$ cat src/dcv_pkg.sv
// ----------------------------------------------------------------------------
// Degree coefficient of variation package
// Shared widths, codes, state encoding and controller/datapath interface types.
// ----------------------------------------------------------------------------
`default_nettype none

package dcv_pkg;

  localparam int unsigned PointerWidthDefault = 32;
  localparam int unsigned FieldW    = 32;
  localparam int unsigned AccW      = 32;
  localparam int unsigned SqSumW    = 64;
  localparam int unsigned MulW      = 64;
  localparam int unsigned ProdW     = 96;
  localparam int unsigned FracShift = 32;
  localparam int unsigned RadW      = 128;
  localparam int unsigned RootW     = 64;
  localparam int unsigned RemW      = 68;
  localparam int unsigned DivRemW   = AccW + 1;
  localparam int unsigned CvW       = 32;
  localparam int unsigned RootSteps = RootW;
  localparam int unsigned StepW     = $clog2(RootSteps);

  typedef enum logic [1:0] {
    StatusOk         = 2'd0,
    StatusNoVertices = 2'd1,
    StatusZeroMean   = 2'd2,
    StatusBadOrder   = 2'd3
  } dcv_status_e;

  typedef enum logic [1:0] {
    MulQLo,
    MulQHi,
    MulSs
  } dcv_mul_e;

  typedef enum logic [3:0] {
    StAcc,
    StDrain1,
    StDrain2,
    StMulLo,
    StMulHi,
    StMulSs,
    StDiff,
    StSqrt,
    StDiv,
    StDone
  } dcv_state_e;

  typedef struct packed {
    logic     take;
    logic     clear;
    logic     mul_en;
    dcv_mul_e mul_sel;
    logic     load_root;
    logic     sqrt_step;
    logic     div_step;
    logic     out_load;
  } dcv_cmd_t;

  typedef struct packed {
    logic fail;
  } dcv_sts_t;

endpackage

`default_nettype wire

$ cat src/dcv_ctrl.sv
// ----------------------------------------------------------------------------
// Degree coefficient of variation controller
// Sequences accumulation, pipeline drain, final multiply, root, divide and
// result handoff.
// ----------------------------------------------------------------------------
`default_nettype none

module dcv_ctrl import dcv_pkg::*; (
  input  logic     clk_i,
  input  logic     rst_ni,
  input  logic     in_valid_i,
  output logic     in_ready_o,
  input  logic     is_last_i,
  output logic     out_valid_o,
  input  logic     out_ready_i,
  output dcv_cmd_t cmd_o,
  input  dcv_sts_t sts_i
);

  dcv_state_e       state_q, state_d;
  logic [StepW-1:0] cnt_q, cnt_d;
  logic             out_valid_q, out_valid_d;
  logic             cnt_last;
  logic             out_free;

  assign cnt_last = (cnt_q == StepW'(RootSteps - 1));
  assign out_free = !out_valid_q || out_ready_i;

  always_comb begin
    state_d = state_q;
    unique case (state_q)
      StAcc: begin
        if (in_valid_i && is_last_i) begin
          state_d = StDrain1;
        end
      end
      StDrain1: state_d = StDrain2;
      StDrain2: state_d = StMulLo;
      StMulLo:  state_d = sts_i.fail ? StDone : StMulHi;
      StMulHi:  state_d = StMulSs;
      StMulSs:  state_d = StDiff;
      StDiff:   state_d = StSqrt;
      StSqrt: begin
        if (cnt_last) begin
          state_d = StDiv;
        end
      end
      StDiv: begin
        if (cnt_last) begin
          state_d = StDone;
        end
      end
      StDone: begin
        if (out_free) begin
          state_d = StAcc;
        end
      end
      default: state_d = StAcc;
    endcase
  end

  always_comb begin
    cmd_o      = '0;
    in_ready_o = 1'b0;
    cnt_d      = '0;
    unique case (state_q)
      StAcc: begin
        in_ready_o = 1'b1;
        cmd_o.take = in_valid_i;
      end
      StMulLo: begin
        cmd_o.mul_en  = 1'b1;
        cmd_o.mul_sel = MulQLo;
      end
      StMulHi: begin
        cmd_o.mul_en  = 1'b1;
        cmd_o.mul_sel = MulQHi;
      end
      StMulSs: begin
        cmd_o.mul_en  = 1'b1;
        cmd_o.mul_sel = MulSs;
      end
      StDiff: cmd_o.load_root = 1'b1;
      StSqrt: begin
        cmd_o.sqrt_step = 1'b1;
        cnt_d           = cnt_q + StepW'(1);
      end
      StDiv: begin
        cmd_o.div_step = 1'b1;
        cnt_d          = cnt_q + StepW'(1);
      end
      StDone: begin
        cmd_o.out_load = out_free;
        cmd_o.clear    = out_free;
      end
      default: cmd_o = '0;
    endcase
  end

  always_comb begin
    if (cmd_o.out_load) begin
      out_valid_d = 1'b1;
    end else if (out_ready_i) begin
      out_valid_d = 1'b0;
    end else begin
      out_valid_d = out_valid_q;
    end
  end

  always_ff @(posedge clk_i or negedge rst_ni) begin
    if (!rst_ni) begin
      state_q     <= StAcc;
      cnt_q       <= '0;
      out_valid_q <= 1'b0;
    end else begin
      state_q     <= state_d;
      cnt_q       <= cnt_d;
      out_valid_q <= out_valid_d;
    end
  end

  assign out_valid_o = out_valid_q;

endmodule

`default_nettype wire

$ cat config.mk
export PLATFORM = sky130hd
export DESIGN_NAME = dcv_ctrl
export DESIGN_NICKNAME = d
export VERILOG_FILES = /design/src/dcv_pkg.sv /design/src/dcv_ctrl.sv
export SDC_FILE = /design/constraint.sdc
export NUM_CORES = 1
export LEC_CHECK = 0
export ABC_AREA = 1
export BUFFER_PORTS_ARGS = -buffer_cell sky130_fd_sc_hd__buf_2
export CORE_MARGIN = 5
export CORE_UTILIZATION = 45
export CTS_BUF_LIST = sky130_fd_sc_hd__clkbuf_8
export DETAILED_ROUTE_END_ITERATION = 8
export GPL_TIMING_DRIVEN = 0
export PLACE_DENSITY = 0.7
export REMOVE_ABC_BUFFERS = 1
export SETUP_SLACK_MARGIN = 0.2
export SLEW_MARGIN = 10
export SYNTH_ARGS = -nofsm -noshare
export SYNTH_HDL_FRONTEND = slang
export SYNTH_SLANG_ARGS = --single-unit
$ cat constraint.sdc
create_clock -name clk_i -period 1.5 [get_ports clk_i]
set_input_delay 0.3 -clock clk_i [delete_from_list [all_inputs] [get_ports clk_i]]
set_output_delay 0.3 -clock clk_i [all_outputs]
set_load 0.02 [all_outputs]
Word level (Yosys, flattened, before mapping)
Cells that the tools add are included.
{"block": "op_classes", "add_sub_neg": 1, "eq_ne": 14, "muxes": 16, "reduce_logical": 7}
{"operator": "$pmux W4 S10", "n": 1}
{"operator": "$mux W4", "n": 5}
{"operator": "$eq A4 B3 Y1 const B", "n": 4}
{"operator": "$pmux W3 S3", "n": 1}
{"operator": "$eq A4 B2 Y1 const B", "n": 2}
{"operator": "$eq A4 B4 Y1 const B", "n": 2}
{"operator": "$mux W1", "n": 8}
{"operator": "$ne A2 B2 Y1 const B", "n": 4}
{"operator": "$add A6 B1 Y6 const B", "n": 1}
{"operator": "$eq A6 B6 Y1 const B", "n": 1}
{"operator": "$mux W6", "n": 1}
{"operator": "$eq A4 B1 Y1 const B", "n": 1}
{"operator": "$logic_not A4 Y1", "n": 1}
{"operator": "$reduce_and A4 Y1", "n": 1}
{"operator": "$reduce_bool A2 Y1", "n": 1}
{"operator": "$reduce_or A2 Y1", "n": 1}
{"operator": "$logic_and A1 B1 Y1", "n": 1}
{"operator": "$logic_not A1 Y1", "n": 1}
{"operator": "$logic_or A1 B1 Y1", "n": 1}
{"block": "word_totals", "regBits": 11}

Depth between registers and ports, before layout
Gate-level depths: netlist of the first run.
{"block": "depth", "depth_word": 4, "mapped_depth": 8}

Worst setup path before layout of the first run
OpenSTA, ideal clock, no wires.
{"block": "synth_timing", "kind": "register to output", "startpoint": "register state_q[3]", "endpoint": "output port cmd_o[6] (netlist name)", "t_arrival_ns": 1.091, "path_slack_ns": 0.109, "stages_incl_launch_ff": 4, "path_cell_list": "dfrtp_1 > inv_2 > nand2_1 > o21ai_0"}
{"item": "start: declaration", "line": "dcv_ctrl.sv:20", "rtl": "dcv_state_e state_q, state_d;"}
{"item": "start signal: assignment", "line": "dcv_ctrl.sv:112", "rtl": "state_q <= StAcc;"}
{"item": "start signal: assignment", "line": "dcv_ctrl.sv:116", "rtl": "state_q <= state_d;"}
{"item": "end: declaration", "line": "dcv_ctrl.sv:16", "rtl": "output dcv_cmd_t cmd_o,"}

==> results of run 1 <==
## synth_stat cells
cell type / count
o31ai_1: 1
nand2_1: 22
nor3b_1: 1
and3_1: 1
inv_2: 2
nand2_2: 3
ha_1: 1
nor2_1: 17
nor2_2: 3
nor3_1: 1
o211ai_1: 1
nand3_1: 8
a21oi_1: 2
o21ai_0: 5
buf_4: 2
nand4_1: 2
inv_1: 8
dfrtp_1: 11
## registers in the layout (all words and copies together), names as in the netlist
signal	count
cnt_q	6
out_valid_o	1
state_q	4
## routing by layer
metal  up-vias  wire (um)  part of all wire, %  GRT usage (%)
met5         -          0                    0              0
met4         0         57                  2.3           9.14
met3         6        205                  8.2           4.89
met2        50       1160                   47           31.1
met1       378       1060                   43           23.1
li1        372          -                    -              -
## per-stage QoR
stage / utilization [%] / std cells
6_report: 85.7 / 146
5_1_grt: 85.7 / 146
4_1_cts: 72.8 / 139
3_5_place_dp: 54.7 / 120
3_3_place_gp: 54.7 / 120
2_1_floorplan: - / 89
## where the power goes
| group | internal, W | leakage [nW] | switching [W] | total [W] |
|---|---|---|---|---|
| Clock | 0.000180 | 0.0269 | 0.000118 | 0.000298 |
| Sequential | 0.000297 | 0.115 | 0.0000000000000000000560 | 0.000297 |
| Combinational | 0.00000662 | 0.430 | 0.00000930 | 0.0000159 |
| Total | 0.000484 | 0.573 | 0.000127 | 0.000611 |
## final cells by class
class	instances	area (um2)	share of cell area (%)
clock buffers	3	41.3	3.61
clock inverters	1	3.75	0.328
inverters	10	45.0	3.94
multi-input cells	68	435	38.1
flip-flops and latches	11	280	24.5
well taps	15	18.8	1.64
repair buffers	38	319	27.9
## logic make-up after synthesis
logic type                 after synthesis
adders and majority gates                1
buffers and inverters                   12
DFF                                     11
and+or+nand+nor                         58
AOI/OAI and AO/OA                        9
## final timing paths
check | start | endpoint | cells past startpoint
max in group asynchronous | rst_ni | state_q[3] | 2
worst min-delay path | out_ready_i | out_valid_o | 2
worst max-delay path | state_q[0] | cmd_o[0] | 5
worst max register to register | state_q[1] | state_q[0] | 10
worst min register to register | cnt_q[2] | cnt_q[2] | 1
min in group asynchronous | rst_ni | out_valid_o | 2
## what timing repair did
action                                  in CTS  in global routing
hold endpoints to repair                    11                  0
buffers inserted                            14                  7
hold buffers                                 1                  0
pin swaps                                    6                 13
endpoints found under the setup margin      11                 14
resized for setup                           31                 34
==> metrics list, run 1 <==
- With fillers left out, the area of the finished cells amounts to between 0.001 and 0.0015 mm2.
- Prior to clock tree synthesis, the placed netlist has a worst setup slack of 0.107 ns.
- Dividing the synthesized area by the synthesized cell count gives 7.09 um2.
- CTS tree: done
* Clock buffer count from CTS: 3
- The first global-routing pass estimated 2950 um of wire.
* Distinct cell type count of the synthesized netlist: 18
- Grt total ovfl: 0
- In this design, the stage delay of the slowest critical-path cell is 0.47 ns.
- Post-layout minimum cycle time: 1.59 ns
- Final net count: roughly 140
* Final Skew: 0.00318 ns
- The tool flagged a number of max-cap violations equal to 0.
* Final weighted congestion in routability-driven placement: 0.900
* Number of antenna violations at the first check in global routing: 0
- Total negative slack: -0.491 ns
* Count of endpoints failing setup in the final report: 10
- Worst-case hold slack: 0.284 ns
* Share of final-layout standard cells stronger than drive strength 1: 58.0%
* R2r setup slk: -0.03 ns
* Port Buffer Count: 16
* Router iterations before antenna repair: 4
- Max-slew violation total from the final report: 0
* Via count of the first global-routing pass: between 600 and 700
- Overall routed net length: between 2000 and 2500 um
- Dividing total power by cell area gives a power density of 535 mW/mm2.
- The final reports fail on setup timing.
- In this run the worst path has a maximum fanout of 5.
- CTS Buffer Depth: 2
- Cell types occupying the most area after synthesis: dfrtp_1, nand2_1, nor2_1
* Setup repair after global routing missed its margin: true
* Commonest cells after routing, fill and taps aside: buf_4, nand2_1, nor2_1
* Leakage power summed over all cells: 0.573 nW
- Synthesis handed over a netlist of 91 instances.
- WP buf/inv: 2
* Synth Area in Simple Gates: approximately two fifths
* Worst Setup Start Kind: register
- The kind of cell with the highest combined delay along the critical path is flip-flops.
- Area post-placement: 729 um2
- The min-delay analysis places its worst path in the category in2reg.
- Multiplexer area fraction after synthesis: 0%
- Critical path endpoint category: primary output
- Clock latency on the worst-skew pair: 0.24 ns
- Ys Warns: 0
* Fraction of the mapped netlist area in compound gates: 7.75%
- The detail route stage leaves a number of antenna-violating nets equal to 0.
- After detailed routing, the number of vias per cell comes to about 5.5.
- Cell Chain, Critical Path: inv_4, nor2_2, nand2_2, nor2_4, buf_6
* Core Footprint: 0.00133 mm2
- 17 I/O pins were placed.
- At the worst endpoint, the arrival time is 1.29 ns.
- Number of vias in the routed layout: 806
* Sequential fraction of the synthesis area: 42.6%
- For the pin with the worst max-slew slack, the measured transition is 0.264 ns.
- The die is 47.9 um wide.
- The final hold violation count was 0.
* Most common cell after layout, fill and taps aside: buf_4
- Setup slack on the critical path of the routed design comes to -0.0900 ns.
- Of the post-synthesis cell area, the dominant cell type holds 42.6%.
- After layout, the worst path uses 106% of the clock period.
* VDD IR-drop max: approximately 0.00046 V
* Maximum number of pins on one net before global-route repair: 12
* Initial core utilization: between 40% and 50%
* Antenna cell count: 0
- Worst-path cell with the longest stage delay: dfrtp_2
* Routed len/inst: 17.0 um
- Summing the areas of all xor and xnor instances in the mapped netlist gives 0% of the synthesized area.
- Worst Path Class, Setup: reg2out
* Clock root cell: clkbuf_8
- # H-tree levels: 1
- Relative to the synthesized area, the layout overhead comes to 77.1%.
* Main combinational cell family by area after synthesis: simple AND/OR/NAND/NOR gates
* Layout fillers: 59
* Die boundary height: around 48 um
- Drt drc: 0
- After legalization and detailed placement, the total HPWL measured 1120 um.
* FP Rows: 13
- Total power draw: a little over 0.0006 W
- Post-synthesis adder-cell area fraction: 1.94%
* Sinks on the clock net: 11
- For the worst setup path, the data required time is 1.20 ns.
- Maximum clock frequency: 0.629 GHz
- Yosys top cell by area: dfrtp_1
* Clock-pin slew on the worst setup and hold paths: 0.05 ns
* Cell Area, Synth: approximately 650 um2
* Seq cells post-synth: 11
* Overall Global Routing Usage: 19.0%
- Run status: finished with violations
- Number of DRC violations after detailed-routing iteration 0: between 40 and 50
- The die covers between 0.002 and 0.0025 mm2.
* Relative slew slack: approximately 82%
No activity file was read; power rests on OpenSTA's default activity.
==> run 2, diff against run 1 <==
- CAP_MARGIN: not set -> 20
- PLACE_DENSITY: 0.7 -> 0.67
==> metrics list, run 2 (same netlist as run 1, synthesis figures left out) <==
* Worst reg-to-reg path cell count: 9 (-1)
- Routed len/inst: 14.0 um (-18%)
- The critical path buffer and inverter count came to 2 (unchanged).
- Share of total power consumed by net switching: 19.1% (-1.8 points)
- Final Skew: 0.00352 ns (+0.000338 ns)
- In the layout the commonest cells are buf_4, nand2_1, nand2_2.
- Worst reg2reg startpoint: state_q[1]
- The highest fanout seen on the critical path is 4 (-1).
- Antenna-violating nets left: 0 (unchanged)
- The setup slack after placement was 0.0827 ns (-0.0240 ns).
- Initial core utilization: 48.4% (unchanged)
- Area enclosed by the die boundary: 0.00229 mm2 (unchanged)
* Final weighted congestion in routability-driven placement: 0.874 (-2.9%)
- VDD IR-drop max: 0.000558 V (+22%)
- Number of vias in the routed layout: 722 (-10%)
- Area post-placement: 729 um2 (unchanged)
- Relative slew slack: 83.3% (+0.94 points)
- Setup repair after global routing missed its margin: true
- The maximum level of the CTS H-tree was 1 (unchanged).
- The height of the die was 47.9 um (unchanged).
* CTS Buffer Depth: 2 (unchanged)
- Max-slew violation total from the final report: 0 (unchanged)
* HPWL after detailed placement: 1060 um (-5.2%)
* Launch point of the worst hold path: out_ready_i
* CTS tree: done
- Register with the most flip-flops: cnt_q
- The final hold violation count was 0 (unchanged).
- Post-layout minimum cycle time: 1.52 ns (-0.0742 ns)
* Share of final-layout standard cells stronger than drive strength 1: 57.0% (-0.99 points)
- The final-layout fill cell count is 87 (+47%).
- Post-route setup slack: -0.0158 ns (+0.0742 ns)
- Wire length of the first global-routing pass: 2420 um (-18%)
* Combinational share of power: 2.5% (about the same)
* R2r setup slk: 0.09 ns (+0.12 ns)
- Measured slew at the worst slew-check pin: 0.250 ns (-0.0141 ns)
- Area growth syn-to-layout: 60.7%
* Worst Setup Start Kind: register
- FP Rows: 13 (unchanged)
* Final period utilization: 101% (-4.9 points)
- Pwr dens: 575 mW/mm2 (+7.7%)
- The total of max-cap violations is 0 (unchanged).
- The critical path is of the reg2out type.
* Clock Power Share: 47.7% (-1.1 points)
* Worst-path cell with the longest stage delay: dfrtp_2
- The mean number of vias per cell is 5.31 (-3.8%).
* Most common cell after layout, fill and taps aside: buf_4
- The core box area came to 0.00133 mm2 (unchanged).
* Family of cells with the greatest summed delay on the critical path: flip-flops
- Chip Width: 47.9 um (unchanged)
* CP Data Required Time: 1.20 ns (about the same)
* Violated checks: setup timing
* Final net count: 129 (-7.2%)
- Storage element area: 280 um2 (unchanged)
- Largest register FFs: 6 (unchanged)
- Router iterations before antenna repair: 4 (unchanged)
- CP peak stage delay: 0.46 ns (about the same)
- Clock buffer count from CTS: 3 (unchanged)
- The number of remaining DRC errors came to 0 (unchanged).
- Grt total ovfl: 0 (unchanged)
* Clock root cell: clkbuf_8
- The pin count of the biggest net entering global routing was 12 (unchanged).
- The overall track demand over capacity in global routing is 15.4% (-3.6 points).
* Clock-pin slew on the worst setup and hold paths: 0.05 ns (about the same)
- The final setup violation count is 1 (-9).
- Type of the tightest min-delay check: in2reg
- The power share of the sequential group was 49.8% (+1.2 points).
- Cell count of the worst hold path: 2 (unchanged)
* Maximum clock frequency: 0.660 GHz (+4.9%)
- The path with the worst hold slack has its endpoint at out_valid_o.
* Cell Chain, Critical Path: inv_4, nand2_2, nor2_2, buf_4
- The worst setup path is captured at a primary output.
- The count of input and output buffers is 16 (unchanged).
- The number of antenna violations at the first check in global routing came to 0 (unchanged).
- Worst path arrival time: 1.22 ns (-0.07 ns)
- The multi-input gate area in the final layout came to 430 um2 (-1.1%).
- Via count of the first global-routing pass: 595 (-13%)
- The internal power was 0.000483 W (-0.18%).
- End of the worst register-to-register path: state_q[0]
* Total I/O pin count: 17 (unchanged)
- NetSw: 0.000114 W (-11%)
* Number of DRC violations after detailed-routing iteration 0: 28 (-35%)
- The number of sinks driven by the clock tree came to 11 (unchanged).
* Run status: finished with violations
- The static power due to leakage was 0.498 nW (-13%).
- Antenna cell count: 0 (unchanged)
- Final Cell Area: 0.00104 mm2 (-9.3%)
* Clock latency on the worst-skew pair: 0.24 ns (about the same)
* Overall routed net length: 1910 um (-23%)
## run 2: cell types whose count changed in the layout (fill, tap and decap cells not counted), sizes merged
cell / delta
buf: -10
## run 2: timing repair
item	in CTS	in global routing
setup buffers	6	5
endpoints found under the hold margin	11	0
hold buffers	1	0
resized for setup	29	31
pin swaps	5	9
setup endpoints to repair	10	15
## run 2: power groups by stage
stage	Clock (W)	Combinational, W	Sequential, W
6_report	0.000285	0.0000148	0.000297
4_1_cts	0.000289	0.0000151	0.000297
5_1_grt	0.000299	0.0000171	0.000297
3_3_place_gp	0	0.0000129	0.000302
2_1_floorplan	0	0.000000589	0.000302
3_5_place_dp	0	0.0000132	0.000302
## run 2: worst max-delay path by stage
stage,slack (ns),end,depth (start not counted),start
2_1_floorplan,0.02,cmd_o[0],4,state_q[3]
3_3_place_gp,0.12,cmd_o[6],4,state_q[3]
3_5_place_dp,0.08,cmd_o[6],4,state_q[3]
4_1_cts,0.001,cmd_o[0],4,state_q[1]
5_1_grt,-0.06,cmd_o[0],5,state_q[0]
6_report,-0.02,cmd_o[2],4,state_q[3]
## run 2: stage by stage
| step | utilization, % | setup TNS, ns | power [W] | std cells | hold slack (ns) |
|---|---|---|---|---|---|
| after CTS | 67.4 | 0 | 0.000601 | 131 | 0.272 |
| after global routing | 77.8 | -0.302 | 0.000613 | 136 | 0.287 |
| final | 77.8 | -0.0158 | 0.000597 | 136 | 0.272 |
| after global placement | 54.7 | 0 | 0.000315 | 120 | 0.176 |
| after detailed placement | 54.7 | 0 | 0.000315 | 120 | 0.179 |
| after floorplan | - | 0 | 0.000303 | 89 | 0.00441 |
## run 2: final cells by class
cell class | count | area share, %
Clock inverter | 1 | 0.362
Sequential cell | 11 | 27.0
Clock buffer | 3 | 3.98
Multi-Input combinational cell | 68 | 41.5
Inverter | 10 | 4.10
Tap cell | 15 | 1.81
Timing Repair Buffer | 28 | 21.2
## run 2: per-layer routing
| layer | global-route usage, % | routed length (um) | vias up |
|---|---|---|---|
| met5 | 0 | 0 | - |
| met4 | 4.84 | 15 | 0 |
| met3 | 6.02 | 81 | 4 |
| met2 | 25.3 | 992 | 23 |
| met1 | 18.4 | 816 | 342 |
| li1 | - | - | 353 |
